File: src/hdl/gpg_pkg.sv
`timescale 1ns / 1ps
// ----------------------------------------------------------------------------
// gpg_pkg
// shared types and constants of the gait phase generator
// ----------------------------------------------------------------------------
package gpg_pkg;

    localparam logic [1:0] MODE_WAVE    = 2'd0;
    localparam logic [1:0] MODE_SWING   = 2'd1;
    localparam logic [1:0] MODE_STANCE  = 2'd2;
    localparam logic [1:0] MODE_RSVD    = 2'd3;

    localparam logic [2:0] REG_PERIOD   = 3'd0;
    localparam logic [2:0] REG_STANCE   = 3'd1;
    localparam logic [2:0] REG_BIAS0    = 3'd2;
    localparam logic [2:0] REG_START    = 3'd6;

    localparam int PERIOD_W = 24;
    localparam int TIME_W   = 32;
    localparam int CFG_W    = 32;
    localparam int IDX_W    = 3;
    localparam int MAX_BIAS_REGS = 4;

    typedef struct packed {
        logic start;
        logic wave;
    } lane_ctl_t;

endpackage

File: src/hdl/gpg_merge.sv
`timescale 1ns / 1ps
// ----------------------------------------------------------------------------
// gpg_merge
// combines lane results with the mode transition state
// ----------------------------------------------------------------------------
module gpg_merge
    import gpg_pkg::*;
#(
    parameter int LEGS       = 4,
    parameter int PHASE_BITS = 16
)
(
    input  logic                                clk,
    input  logic                                rst_n,
    input  logic                                go,
    input  logic [1:0]                          req,
    input  logic [LEGS-1:0]                     wave_mask,
    input  logic [LEGS-1:0][PHASE_BITS-1:0]     wave_ph,
    output logic [1:0]                          settled,
    output logic [LEGS-1:0]                     mask,
    output logic [LEGS-1:0][PHASE_BITS-1:0]     ph,
    output logic                                trans
);

    localparam logic [PHASE_BITS-1:0] HALF = PHASE_BITS'(1) << (PHASE_BITS - 1);

    logic [LEGS-1:0]                    pend_reg, pend_next;
    logic [1:0]                         set_reg, set_next;
    logic [LEGS-1:0]                    om_reg, om_next;
    logic [LEGS-1:0][PHASE_BITS-1:0]    oph_reg, oph_next;
    logic [LEGS-1:0]                    nm, m_next;
    logic [LEGS-1:0][PHASE_BITS-1:0]    nph, p_next;
    logic [LEGS-1:0]                    mask_reg;
    logic [LEGS-1:0][PHASE_BITS-1:0]    ph_reg;
    logic                               trans_reg;

    always_comb
    begin
        if (req == MODE_WAVE)
        begin
            nm  = wave_mask;
            nph = wave_ph;
        end
        else
        begin
            nm  = (req == MODE_STANCE) ? '1 : '0;
            nph = {LEGS{HALF}};
        end
        pend_next = pend_reg;
        set_next  = set_reg;
        om_next   = om_reg;
        oph_next  = oph_reg;
        if (req != set_reg)
        begin
            if (pend_reg == '0)
                pend_next = '1;
            if (set_reg == MODE_WAVE)
            begin
                om_next  = wave_mask;
                oph_next = wave_ph;
            end
            else
            begin
                om_next  = (set_reg == MODE_STANCE) ? '1 : '0;
                oph_next = {LEGS{HALF}};
            end
            if (req == MODE_SWING && set_reg == MODE_STANCE)
                om_next = '0;
            else if (req == MODE_STANCE && set_reg == MODE_SWING)
                om_next = '1;
        end
        m_next = nm;
        p_next = nph;
        if (pend_next != '0)
        begin
            for (int i = 0; i < LEGS; i++)
            begin
                if (nm[i] == om_next[i])
                    pend_next[i] = 1'b0;
                else
                begin
                    m_next[i] = om_next[i];
                    p_next[i] = oph_next[i];
                end
            end
            if (pend_next == '0)
                set_next = req;
        end
    end

    always_ff @(posedge clk or negedge rst_n)
    begin
        if (!rst_n)
        begin
            pend_reg <= '0;
            set_reg  <= MODE_SWING;
            om_reg   <= '0;
            oph_reg  <= {LEGS{HALF}};
        end
        else if (go)
        begin
            pend_reg <= pend_next;
            set_reg  <= set_next;
            om_reg   <= om_next;
            oph_reg  <= oph_next;
        end
    end

    always_ff @(posedge clk)
    begin
        if (go)
        begin
            mask_reg  <= m_next;
            ph_reg    <= p_next;
            trans_reg <= (pend_next != '0);
        end
    end

    assign settled = set_reg;
    assign mask    = mask_reg;
    assign ph      = ph_reg;
    assign trans   = trans_reg;

endmodule

File: config.mk
export PLATFORM = sky130hd
export DESIGN_NAME = gpg_merge
export DESIGN_NICKNAME = d
export VERILOG_FILES = /design/src/hdl/gpg_pkg.sv /design/src/hdl/gpg_merge.sv
export SDC_FILE = /design/constraint.sdc
export NUM_CORES = 1
export LEC_CHECK = 0
export BUFFER_PORTS_ARGS = -buffer_cell sky130_fd_sc_hd__buf_2
export CAP_MARGIN = 20
export CORE_UTILIZATION = 49
export CTS_CLUSTER_DIAMETER = 80
export CTS_CLUSTER_SIZE = 8
export DETAILED_ROUTE_END_ITERATION = 16
export HOLD_SLACK_MARGIN = 0.05
export PLACE_DENSITY = 0.78
export SLEW_MARGIN = 30
export SYNTH_ARGS = -nofsm -noshare
export SYNTH_HDL_FRONTEND = slang
export SYNTH_SLANG_ARGS = --single-unit
File: constraint.sdc
create_clock -name clk -period 2 [get_ports clk]
set_input_delay 0.1 -clock clk [delete_from_list [all_inputs] [get_ports clk]]
set_output_delay 0.1 -clock clk [all_outputs]
set_load 0.01 [all_outputs]
[Word level (Yosys, flattened, before mapping)]
Index checks and enable logic that the tools add are counted.
Operators by class
  muxes and demuxes: 31
  reductions and logical operators: 9
  add/subtract/negate cells: 0
  equal/unequal tests: 9
  shift operators: 0
  div/mod/pow operators: 0
  magnitude comparators: 0
  bitwise gates (word level): 0
  $mul: 0
Operators by type and width (count)
  two-way mux 64 bit: 4
  two-way mux 16 bit: 4
  two-way mux 4 bit: 11
  two-way mux 1 bit: 12
  zero test 4 bit: 2
  nonzero test 4 bit: 2
  equality test 1 bit: 4
  equality test 2 x 1 -> 1 bit, second input constant: 2
  equality test 2 bit, second input constant: 2
  zero test 2 bit: 2
  AND reduction 3 bit: 1
  logical AND 1 bit: 2
  inequality test 2 bit: 1
Storage, ports and cells
  register bits: 143
  input bits: 73
  bits in writable memories: 0
  memories: 0
  latch bits: 0
  output and inout bits: 71
  ROM bits: 0
  word-level logic and storage cells: 62

[Depth between registers and ports, before layout]
  depth in word-level cells: 11
  mapped depth: 10
  mapped depth without buffers: 6

[Worst setup path after synthesis]
No wires, ideal clock.
  path kind: register -> register
  from: register set_reg[0], in the netlist settled[0]
  to: register set_reg[1], in the netlist settled[1]
  setup time: 125 ps
  buffers on the path: 1
  period minus slack after synthesis: 2291 ps
  slack: -291 ps
  arrival: 2166 ps
  cell stages (with the launch flop): 8
  path through: dfstp_2 -> buf_2 -> nor4b_2 -> a211oi_1 -> nand4_2 -> a41oi_1 -> or4_4 -> mux2_4
Between the ends
  word-level cells in the longest chain between the ends: 11
RTL lines
  from (decl): RTL line gpg_merge.sv:28  | logic [1:0] set_reg, set_next;
  from (signal assigned): RTL line gpg_merge.sv:103  | set_reg <= set_next;
  equality test 2 bit: RTL line gpg_merge.sv:64, gpg_merge.sv:67
  two-way mux 4 bit: RTL line gpg_merge.sv:64  | om_next = (set_reg == MODE_STANCE) ? '1 : '0;
  two-way mux 4 bit: RTL line gpg_merge.sv:57  | if (set_reg == MODE_WAVE)
  two-way mux 4 bit: RTL line gpg_merge.sv:69  | else if (req == MODE_STANCE && set_reg == MODE_SWING)
  two-way mux 4 bit: RTL line gpg_merge.sv:67  | if (req == MODE_SWING && set_reg == MODE_STANCE)
  two-way mux 4 bit: RTL line gpg_merge.sv:53  | if (req != set_reg)
  equality test 1 bit: RTL line gpg_merge.sv:78  | if (nm[i] == om_next[i])
  two-way mux 1 bit: RTL line gpg_merge.sv:78
  two-way mux 1 bit: RTL line gpg_merge.sv:74  | if (pend_next != '0)
  zero test 4 bit: RTL line gpg_merge.sv:86  | if (pend_next == '0)
  AND reduction 3 bit (no source line) (*)
Every way passes the cells marked *; elsewhere a longest branch is shown, timed or not. The select of a mux whose other input is x is not followed.
A chain may end at the register's enable or synchronous reset.

==> metrics.md <==
| Metric | Value |
|---|---|
| Status | finished, violations left |
| Violated checks | negative setup slack |
| # port buffers | 143 |
| Yosys cell types | 40 |
| Design Area, Final | 0.0108 mm^2 |
| Worst min path class | in2async |
| Fin worst setup slack | -0.623 ns |
| Finished Layout Cells | about 1100 |
| Relative slew slack | a little under a third |
| Register area | 0.00393 mm^2 |
| H-tree depth reported by CTS | 4 |
| Layout net count | approximately 950 |
| Tmin final | roughly 2.6 ns |
| Die X | 117 um |
| R2R cell count | 9 |
| Filler Cells Inserted | 488 |
| Post-synth top area share | 31.9% |
| Worst EP required | 2.17 ns |
| CTS tree | built |
| Post-synthesis compound-gate area fraction | about a fifth |
| Warnings, synthesis | 0 |
| Worst R2R End | ph[49] |
| Die Area | ~0.014 mm^2 |
| Simple-Gate Fraction of Synth Area | 14.7% |
| DR iter-0 viols | between 1000 and 1500 |
| PD cells | 1650 mW/mm^2 |
| CTS Buffer Depth | 2 |
| Global route total overflow | 0 |
| Register bit total from synthesis | 143 |
| IO Pins | 144 |
| Layout Skew | 0.0134 ns |
| Fin. Hold Viols | 0 |
| Post-synth EDFFs | 69 |
| WL final | 30.6 mm |
| Fmax | 381 MHz |
| Delay-heaviest family, CP | compound AO/OA/AOI/OAI gates |
| CP max FO | 7 |
| Final HPWL DP | 10.4 mm |
| Core area | 0.0128 mm^2 |
| Vias in the first global route | a little over 6000 |
| Synth area leader | edfxtp_1 |
| GP Congestion | 0.921 |
| Antenna violations before repair | 3 |
| Post-Syn Nets | 675 |
| Reg-to-reg slack, setup | -0.62 ns |
| Clock slew at reported path FFs | 0.06 ns |
| Setup violators final | between 100 and 150 |
| Largest stage delay, worst path | 0.58 ns |
| Crit share post-route | 131% |
| Top-count cell post-synth | nand2_1 |
| Critical R2R Launch | settled[0] |
| WP depth | 9 |
| Area grow syn2layout | 67.0% |
| Via/cell ratio | 6.83 |
| Avg WL per Cell | ~29 um |
| Main combinational cell family by area after synthesis | compound AO/OA/AOI/OAI gates |
| Asr flop ratio synth | between 50% and 60% |
| Post-synthesis mux area share | 1.16% |
| Placed cells | 921 |
| VDD IR max | 980 uV |
| Synth Flop Type | edfxtp_1 |
| First-pass GRT wire length | between 30 and 40 mm |
| MaxCap Viol Count | 0 |
| Initial Util | 50.8% |
| Critical path arrival | between 2 and 3 ns |
| Post-Synthesis Cells | 602 |
| Area of the multi-input gates | 0.00333 mm^2 |
| Crit end category | flop |
| Setup TNS | -44.99 ns |
| Placed cell area | 0.00781 mm^2 |
| Sequential fraction of the synthesis area | 60.6% |
| Startpoint types | flop |
| Die height | ~120 um |
| RSZ-0062 raised after global routing | true |
| Fin util | 84.8% |
| WP buf/inv | 3 |
| # DRC | 0 |
| Static Leak | between 4 and 5 nW |
| Synth area leaders | edfxtp_1 (32%), dfrtp_1 (27%), a22o_1 (8.1%) |
| Layout cells sized above 1 | between 50% and 60% |
| XOR/XNOR share of the synthesized area | less than 1% |
| Worst-skew pair later-pin latency | 0.44 ns |
| Worst-path cell chain | buf_4 > buf_4 > nor3_1 > o21ai_1 > nand4_4 > o21ai_4 > o21ai_4 > clkbuf_16 > a22o_1 |
| Num rows | about 40 |
| Tot Pwr | 0.0179 W |
| Crit Path Class | reg2reg |
| Post-DRT Antenna Nets | 0 |
| Measured slew at the worst slew-check pin | approximately 1.0 ns |
| Synth Area in Adders | 0% |
| Critical-path top delay cell | dfstp_2 |
| Pin count of the biggest net entering global routing | 79 |
| Syn avg cell area | 10.8 um^2 |
| Via Count | 7278 |
| Total GRT Usage | 29.8% |
| Clk root buf | clkbuf_16 |
| Clk sink count | ~140 |
| Post-Synthesis Cell Area | between 0.006 and 0.007 mm^2 |
| CTS buffer count | 17 |
| Post-synth top cells | nand2_1 (134), o21ai_0 (84), dfrtp_1 (69), edfxtp_1 (69), a22o_1 (60) |
| Final Max Tran Viols | 0 |
| DRT Pass-1 Iters | 7 |
[how the worst max path moves through the flow]
stage                          start         end  slack (ns)
after floorplan           settled[0]  settled[1]       -0.20
after global placement    settled[0]      ph[38]       -0.45
after detailed placement  settled[0]      ph[46]       -0.52
after CTS                 settled[0]      ph[24]       -0.27
after global routing      settled[1]      ph[49]       -0.60
final                     settled[0]      ph[49]       -0.62
[layer usage]
layer | routed length (um) | vias up | global-route usage (%)
li1 | - | 2758 | -
met1 | 10600 | 3486 | 35.2
met2 | 14100 | 785 | 50.5
met3 | 3450 | 245 | 7.26
met4 | 2440 | 4 | 16.4
met5 | 30 | - | 0
[cells by family after synthesis]
| family | after synthesis |
|---|---|
| xor gates and xnor gates | 1 |
| DFF | 143 |
| and+or+nand+nor | 204 |
| AOI/OAI and AO/OA | 191 |
| muxes | 6 |
| buffers and inverters | 57 |
[power by group]
group          leakage, nW  internal [W]  total [W]  switching, W
combinational         2.84       0.00398    0.00885       0.00487
sequential            1.66       0.00437    0.00545       0.00108
clock                0.308       0.00219    0.00358       0.00139
[metrics by stage]
stage	hold slack, ns	setup WS, ns
2_1_floorplan	-0.196	-0.201
3_3_place_gp	0.0922	-0.446
3_5_place_dp	0.0966	-0.519
4_1_cts	0.184	-0.270
5_1_grt	0.235	-0.601
6_report	0.204	-0.623
[placed cells by master (no fill, tap or decap), drive strengths merged, types with 5 or more instances in the layout]
cell,n
dfstp,5
dfrtp,69
a22o,60
edfxtp,69
o21ai,88
o22ai,6
nor4,5
nor2b,10
inv,9
buf,229
nor3,8
clkbuf,34
dlygate4sd3,65
a21oi,12
nand4,5
nor2,21
nand2,135
mux2,6
[what timing repair did]
action / 4_1_cts / 5_1_grt
endpoints found under the hold margin: 159 / 0
pin swaps: 13 / 74
setup endpoints to repair: 71 / 143
buffers inserted: 13 / 12
gates resized for setup: 47 / 285
gates cloned: 1 / 21
hold buffers: 65 / 0
[final cells by class]
class	count	share of cell area, %
antenna	1	0.0231
inverter	8	0.277
clock inverter	10	1.47
tap	172	1.99
sequential	143	36.3
multi-input combinational	403	30.7
clock buffer	22	4.38
timing repair buffer	306	24.9
No activity file was read; power rests on OpenSTA's default activity.
