File: src/hdl/gpg_pkg.sv
`timescale 1ns / 1ps
// ----------------------------------------------------------------------------
// gpg_pkg
// shared types and constants of the gait phase generator
// ----------------------------------------------------------------------------
package gpg_pkg;

    localparam logic [1:0] MODE_WAVE    = 2'd0;
    localparam logic [1:0] MODE_SWING   = 2'd1;
    localparam logic [1:0] MODE_STANCE  = 2'd2;
    localparam logic [1:0] MODE_RSVD    = 2'd3;

    localparam logic [2:0] REG_PERIOD   = 3'd0;
    localparam logic [2:0] REG_STANCE   = 3'd1;
    localparam logic [2:0] REG_BIAS0    = 3'd2;
    localparam logic [2:0] REG_START    = 3'd6;

    localparam int PERIOD_W = 24;
    localparam int TIME_W   = 32;
    localparam int CFG_W    = 32;
    localparam int IDX_W    = 3;
    localparam int MAX_BIAS_REGS = 4;

    typedef struct packed {
        logic start;
        logic wave;
    } lane_ctl_t;

endpackage

File: src/hdl/gpg_lane.sv
`timescale 1ns / 1ps
// ----------------------------------------------------------------------------
// gpg_lane
// one leg: bit-serial remainder of elapsed time, cycle position, stance test
// and bit-serial phase division
// ----------------------------------------------------------------------------
module gpg_lane
    import gpg_pkg::*;
#(
    parameter int PHASE_BITS = 16
)
(
    input  logic                               clk,
    input  logic                               rst_n,
    input  lane_ctl_t                          ctl,
    input  logic [PERIOD_W-1:0]                period,
    input  logic [PHASE_BITS-1:0]              ratio,
    input  logic [PHASE_BITS:0]                bias,
    input  logic [TIME_W-1:0]                  elapsed,
    output logic                               done,
    output logic                               stance,
    output logic [PHASE_BITS-1:0]              phase
);

    localparam int NW  = PERIOD_W + PHASE_BITS + 1;
    localparam int CW  = $clog2(PHASE_BITS + 4);
    localparam int MW  = $clog2(TIME_W);
    localparam logic [CW-1:0] LAST = CW'(PHASE_BITS + 2);
    localparam logic [MW-1:0] MLAST = MW'(TIME_W - 1);
    localparam logic [PHASE_BITS:0] ONE = (PHASE_BITS+1)'(1) << PHASE_BITS;

    logic [CW-1:0]          cnt_reg, cnt_next;
    logic                   busy_reg, busy_next;
    logic                   mod_reg, mod_next;
    logic [MW-1:0]          mcnt_reg, mcnt_next;
    logic [TIME_W-1:0]      ebits_reg, ebits_next;
    logic [PERIOD_W-1:0]    rem_reg, rem_next;
    logic [NW-1:0]          num_reg, num_next;
    logic [NW-1:0]          cyc_reg, cyc_next;
    logic [NW-1:0]          den_reg, den_next;
    logic [NW-1:0]          sthr_reg, sthr_next;
    logic [PHASE_BITS-1:0]  q_reg, q_next;
    logic                   st_reg, st_next;
    logic [PERIOD_W-1:0]    p;
    logic [PHASE_BITS:0]    b;
    logic [NW:0]            r2;
    logic [PERIOD_W:0]      rm2;
    logic [PERIOD_W-1:0]    rem_step;

    assign p = (period == '0) ? PERIOD_W'(1) : period;
    assign b = (bias > ONE) ? ONE : bias;
    assign r2 = {num_reg, 1'b0};
    assign rm2 = {rem_reg, ebits_reg[TIME_W-1]};
    assign rem_step = (rm2 >= {1'b0, p}) ? PERIOD_W'(rm2 - {1'b0, p}) : PERIOD_W'(rm2);

    always_comb
    begin
        cnt_next   = cnt_reg;
        busy_next  = busy_reg;
        mod_next   = mod_reg;
        mcnt_next  = mcnt_reg;
        ebits_next = ebits_reg;
        rem_next   = rem_reg;
        num_next   = num_reg;
        cyc_next   = cyc_reg;
        den_next   = den_reg;
        sthr_next  = sthr_reg;
        q_next     = q_reg;
        st_next    = st_reg;
        if (ctl.start && ctl.wave)
        begin
            mod_next   = 1'b1;
            mcnt_next  = '0;
            rem_next   = '0;
            ebits_next = elapsed;
            cyc_next   = NW'(p) << PHASE_BITS;
            sthr_next  = NW'(p) * NW'(ratio);
            den_next   = NW'(p) * NW'(b);
        end
        else if (mod_reg)
        begin
            // elapsed mod p first keeps the numerator narrow
            mcnt_next  = mcnt_reg + 1'b1;
            ebits_next = ebits_reg << 1;
            rem_next   = rem_step;
            if (mcnt_reg == MLAST)
            begin
                mod_next  = 1'b0;
                busy_next = 1'b1;
                cnt_next  = '0;
                num_next  = NW'(rem_step);
            end
        end
        else if (busy_reg)
        begin
            cnt_next = cnt_reg + 1'b1;
            unique case (cnt_reg)
                CW'(0):
                begin
                    num_next = (num_reg << PHASE_BITS) + cyc_reg - den_reg;
                end
                CW'(1):
                begin
                    if (num_reg >= cyc_reg)
                        num_next = num_reg - cyc_reg;
                    q_next = '0;
                end
                CW'(2):
                begin
                    if (num_reg < sthr_reg)
                    begin
                        st_next  = 1'b1;
                        den_next = sthr_reg;
                    end
                    else
                    begin
                        st_next  = 1'b0;
                        num_next = num_reg - sthr_reg;
                        den_next = cyc_reg - sthr_reg;
                    end
                end
                default:
                begin
                    if (r2 >= {1'b0, den_reg})
                    begin
                        num_next = NW'(r2 - {1'b0, den_reg});
                        q_next   = {q_reg[PHASE_BITS-2:0], 1'b1};
                    end
                    else
                    begin
                        num_next = NW'(r2);
                        q_next   = {q_reg[PHASE_BITS-2:0], 1'b0};
                    end
                    if (cnt_reg == LAST)
                        busy_next = 1'b0;
                end
            endcase
        end
    end

    always_ff @(posedge clk or negedge rst_n)
    begin
        if (!rst_n)
        begin
            busy_reg <= 1'b0;
            cnt_reg  <= '0;
            mod_reg  <= 1'b0;
            mcnt_reg <= '0;
        end
        else
        begin
            busy_reg <= busy_next;
            cnt_reg  <= cnt_next;
            mod_reg  <= mod_next;
            mcnt_reg <= mcnt_next;
        end
    end

    always_ff @(posedge clk)
    begin
        ebits_reg <= ebits_next;
        rem_reg   <= rem_next;
        num_reg   <= num_next;
        cyc_reg   <= cyc_next;
        den_reg   <= den_next;
        sthr_reg  <= sthr_next;
        q_reg     <= q_next;
        st_reg    <= st_next;
    end

    assign done   = !busy_reg && !mod_reg;
    assign stance = st_reg;
    assign phase  = q_reg;

endmodule

File: config.mk
export PLATFORM = sky130hd
export DESIGN_NAME = gpg_lane
export DESIGN_NICKNAME = d
export VERILOG_FILES = /design/src/hdl/gpg_pkg.sv /design/src/hdl/gpg_lane.sv
export SDC_FILE = /design/constraint.sdc
export NUM_CORES = 2
export LEC_CHECK = 0
export BUFFER_PORTS_ARGS = -buffer_cell sky130_fd_sc_hd__buf_2
export CORE_MARGIN = 2
export CORE_UTILIZATION = 55
export CTS_BUF_LIST = sky130_fd_sc_hd__clkbuf_8
export DETAILED_ROUTE_END_ITERATION = 10
export PLACE_DENSITY = 0.71
export SYNTH_ARGS = -nofsm -noshare
export SYNTH_HDL_FRONTEND = slang
export SYNTH_SLANG_ARGS = --single-unit
export TNS_END_PERCENT = 5
File: constraint.sdc
create_clock -name clk -period 4.6 [get_ports clk]
set_clock_uncertainty 0.1 [all_clocks]
set_input_delay 0.69 -clock clk [delete_from_list [all_inputs] [get_ports clk]]
set_output_delay 0.69 -clock clk [all_outputs]
set_load 0.05 [all_outputs]
Word level (Yosys, flattened, before mapping)
Cells that the tools add are included.

storage, ports and cells
  output and inout port bits = 18
  latch bits = 0
  bits in writable memories = 0
  word-level logic and storage cells = 90
  memory bits (read-only) = 0
  memories kept = 0
  flip-flop bits (word level) = 231

operators by class
  $add $sub $neg = 9
  bitwise gates (word level) = 3
  reduce and logical (&&, ||, !) cells = 18
  multiplexer cells = 33
  div/mod/pow operators = 0
  eq/ne operators = 8
  magnitude comparators = 5
  shifts and indexed selects = 0
  multipliers = 2

operators with widths
  kind                  count
  $mux 41               11
  $pmux 41 s3           1
  $sub 41x40->41        2
  $sub 41x41->41        2
  $mux 32               2
  $mux 24               2
  $ge 42x41->1          1
  $add 41x40->41        1
  $ge 41x40->1          1
  $lt 41x40->1          1
  $mul 24x17->41        1
  $sub 40x40->41        1
  $mul 24x16->40        1
  $pmux 16 s2           1
  $ge 25x24->1          1
  $mux 5                5
  $logic_not 24->1      1
  $sub 24x24->24        1
  $gt 17x17->1 const B  1
  $mux 17               1
  $add 5x1->5 const B   2
  $eq 5x5->1 const B    2
  $mux 1                10
  $reduce_and 4->1      2
  14 further kinds      24

Depth between registers and ports, before layout
  word-level depth = 6
  mapped depth = 30
  mapped depth without buffers = 27

Worst setup path before layout
OpenSTA, ideal clock, no wires.

  path type = input-to-reg
  start point = in bias[3]
  end point = reg den_reg[40], data pin
  buffers on the path = 3
  data required time = 4.229 ns
  stages on the path = 27
  setup slack = -3.139 ns
  data arrival time = 7.368 ns
  cell sequence = nor4_1 > nand4_1 > nand2_1 > and2_1 > clkbuf_1 > clkbuf_1 > nand2_1 > fa_1 > inv_1 > fa_1 > fa_1 > fa_1 > fa_1 > inv_1 > fa_1 > inv_1 > ha_1 > clkbuf_1 > a211o_1 > or3_1 > o31a_1 > o221ai_1 > a21oi_1 > a221o_1 > a21oi_1 > xnor2_1 > o22ai_1

between the ends
  longest elaborated chain between the ends = 4

ends and longest elaborated chain
  item                    RTL line         source
  start, declared         gpg_lane.sv:18   input logic [PHASE_BITS:0] bias,
  $gt 17x17->1            gpg_lane.sv:51   assign b = (bias > ONE) ? ONE : bias;
  $mux 17 *               gpg_lane.sv:51
  $mul 24x17->41 *        gpg_lane.sv:78   den_next = NW'(p) * NW'(b);
  $mux 41 *               gpg_lane.sv:70   if (ctl.start && ctl.wave)
  named net den_next[40]  gpg_lane.sv:40   logic [NW-1:0] den_reg, den_next;
  end signal, assigned    gpg_lane.sv:165  den_reg <= den_next;
  end, declared           gpg_lane.sv:40

Mark *: on every way through the listed nets, which the timed path passes. The rest lies on a longest branch.
A chain may end at the register's enable or synchronous reset.

Worst setup path after layout
  start point = in bias[11]
  end point = reg den_reg[40], data pin

The elaborated chain is that of the path after synthesis.

==> metrics.md <==
| Metric | Value |
|---|---|
| Status | `finished with violations` |
| Failing checks | `setup timing` |
| IO Count | `111` |
| Chip Height | `295.4 microns` |
| Worst-Skew Late Latency | `0.60 ns` |
| Top delay family on crit path | `adder cells` |
| Hold Path Stages | `3` |
| Leading cell type in the layout, fill and taps excluded | `inv_1` |
| Clock tree buffer depth | `3` |
| Final critical-path required period | `7.225 ns` |
| Chip Width | `295.4 microns` |
| Clock Pin Slew Worst Setup and Hold Paths | `0.07 ns` |
| Gr busiest metal | `met2` |
| Crit path kind | `in2reg` |
| Leakage power | `26.92 nW` |
| Max Freq | `0.1384 GHz` |
| Area Overhead vs Synth | `15.34%` |
| Hpwl dp | `118900 microns` |
| Placeable Area | `83820 sq um` |
| CP endpoint kind | `register` |
| WL final | `149100 microns` |
| Buf+Inv Stages, Crit Path | `8` |
| Worst slew pin tran | `0.9543 ns` |
| Distinct cells, synth | `83` |
| Global Route met1 Usage | `47.16%` |
| Syn_area_per_cell | `8.413 sq um` |
| Row count | `106` |
| H-tree Lvls | `2` |
| Largest net degree at the start of global routing | `81` |
| WP data required | `4.81 ns` |
| Global Route met2 Usage | `54.96%` |
| Syn nets | `6721` |
| Initial DRC Count | `4189` |
| Worst reg-to-reg setup slack | `0.15 ns` |
| Hold Slack | `0.2490 ns` |
| FF-to-FF End | `num_reg[34]` |
| EDFF count, synth | `195` |
| Critical path's most frequent cell | `fa_1` |
| GRT Residual Overflow | `0` |
| Yosys Warn Count | `0` |
| TritonCTS Buffers | `40` |
| Fin worst setup slack | `-2.625 ns` |
| Fin nets | `7104` |
| First-pass GRT wire length | `231600 microns` |
| VDD IR-drop max | `0.001257 V` |
| Port Buffer Count | `110` |
| CP Data Arrival Time | `7.43 ns` |
| Gpl congestion | `1.020` |
| Yosys reg bits | `231` |
| Starting density of the core | `55.73%` |
| Ys flop type | `edfxtp_1` |
| Slew margin rel. | `36.38%` |
| Vias | `41190` |
| Routed WL per cell | `20.98 microns` |
| PwrDens | `793.4 nW/um^2` |
| Post-DRT Antenna Nets | `0` |
| Vias in the first global route | `41370` |
| Fraction of layout cells with a size suffix above 1 | `15.44%` |
| Initial antenna violation count | `6` |
| CTS Sinks | `231` |
| Post-Synthesis Cell Area | `46720 sq um` |
| Max-cap violations | `0` |
| FF-to-FF Start | `cyc_reg[17]` |
| CTS tree | `built` |
| Slowest cell delay on critical path | `0.55 ns` |
| Pre-CTS setup slack | `-3.290 ns` |
| CTS root buffer | `clkbuf_8` |
| Unrepaired setup endpoints after global routing | `yes` |
| Reg2Reg Depth | `15` |
| Via/cell ratio | `5.798` |
| Fin crit share | `157.1%` |
| Worst min path class | `in2reg` |
| Commonest cells after routing, fill and taps aside | `inv_1, nand2_1, fa_1` |
| Drt pass-1 iters | `6` |
| Die area | `87280 sq um` |
| Setup Viol. Count Final | `71` |
| Min-delay src | `elapsed[23]` |
| Total power | `42.75 mW` |
| Asr flop ratio synth | `5.195%` |
| Tot GR Track Use | `34.52%` |
| Kind of start point of the critical path | `primary input` |
| Fill cells | `7093` |
| Min-Delay Endpoint | `ebits_reg[23]` |
| GR Util met3 | `4.526%` |
| Post-Synthesis Cells | `5553` |
| # DRC | `0` |
| Final hold violations | `0` |
| Critical path fanouts, max | `6` |
| Sequential fraction of the synthesis area | `14.21%` |
| CP max stage cell | `fa_1` |
| Slew Limit Fails | `0` |
## metrics by stage
| step | setup TNS, ns | cells | utilization [%] | area (sq um) |
|---|---|---|---|---|
| floorplan | -124.98 | 5553 | - | 47050 |
| detailed placement | -196.38 | 6984 | 61.62 | 51650 |
| CTS | -115.17 | 7082 | 63.58 | 53290 |
| global placement | -192.57 | 6984 | 61.62 | 51650 |
| global route | -133.71 | 7104 | 64.28 | 53880 |
| finish | -117.41 | 7104 | 64.28 | 53880 |
## area by class of cell
cell class	count	area [sq um]	share of cell area (%)
antenna	5	12.51	0.02322
sequential	231	6640	12.32
inverter	1055	3963	7.354
tap	1134	1419	2.633
clock buffer	42	578.1	1.073
clock inverter	29	226.5	0.4203
multi-input combinational	3968	36020	66.85
timing repair buffer	640	5025	9.326
## what timing repair did
action	in CTS	in global routing
hold buffers	1	0
pin swaps	76	80
setup buffers	27	18
endpoints found under the setup margin	78	97
cloned	0	0
hold endpoints to repair	12	0
resized for setup	132	115
## tightest hold or removal path, delay by kind of cell
kind / cells / cell delay (ns)
AND/OR/NAND/NOR: 2 / 0.08
buffers and inverters: 1 / 0.07
## cell families (layout without fill, tap and decap cells)
logic type | after synthesis | after routing | synth area share, %
AO/OA/AOI/OAI | 962 | 962 | 13.49
XOR/XNOR | 222 | 222 | 4.162
adder cells (fa/ha/maj) | 1075 | 1075 | 39.45
buffers and inverters | 1354 | 1766 | 10.94
flip-flops | 231 | 231 | 14.21
multiplexers | 40 | 40 | 0.8678
other | 0 | 5 | 0
AND/OR/NAND/NOR | 1669 | 1669 | 16.89
## how the worst max path moves through the flow
stage	startpoint	endpoint	slack, ns	cells after the start
floorplan	bias[8]	den_reg[40]	-2.64	25
global placement	bias[3]	den_reg[38]	-3.16	27
detailed placement	bias[3]	den_reg[38]	-3.29	27
CTS	bias[7]	den_reg[40]	-2.43	26
global route	bias[8]	den_reg[40]	-2.81	30
finish	bias[11]	den_reg[40]	-2.62	30
## cells in the mapped netlist (27+ instances only)
library cell	n	area [sq um]
inv_1	1054	3956
nand2_1	808	3033
fa_1	663	13270
ha_1	412	5155
clkbuf_1	279	1047
a21oi_1	263	1316
and2_1	239	1495
edfxtp_1	195	5856
o21ai_0	178	890.9
nor2_1	175	656.9
xnor2_1	138	1209
and3_1	135	844.6
a21o_1	101	758.2
xor2_1	84	735.7
nand3_1	81	405.4
a31oi_1	55	344.1
nor3_1	45	225.2
nand4_1	37	231.5
a211oi_1	36	270.3
mux2i_1	36	360.4
o21bai_1	35	262.8
nor2b_1	30	187.7
o21a_1	29	217.7
o31ai_1	27	202.7
## where the power goes
group	switching (mW)	internal, mW
sequential	0.484	3.43
combinational	19.5	17.4
clock	0.975	1.03
total	20.9	21.8
## routing by layer
| metal | vias up | wire, microns |
|---|---|---|
| met1 | 20090 | 60420 |
| li1 | 18750 | - |
| met3 | 380 | 13730 |
| met2 | 1969 | 66830 |
| met4 | 2 | 8054 |
| met5 | - | 13 |
Power figures use the tool's default switching activity.
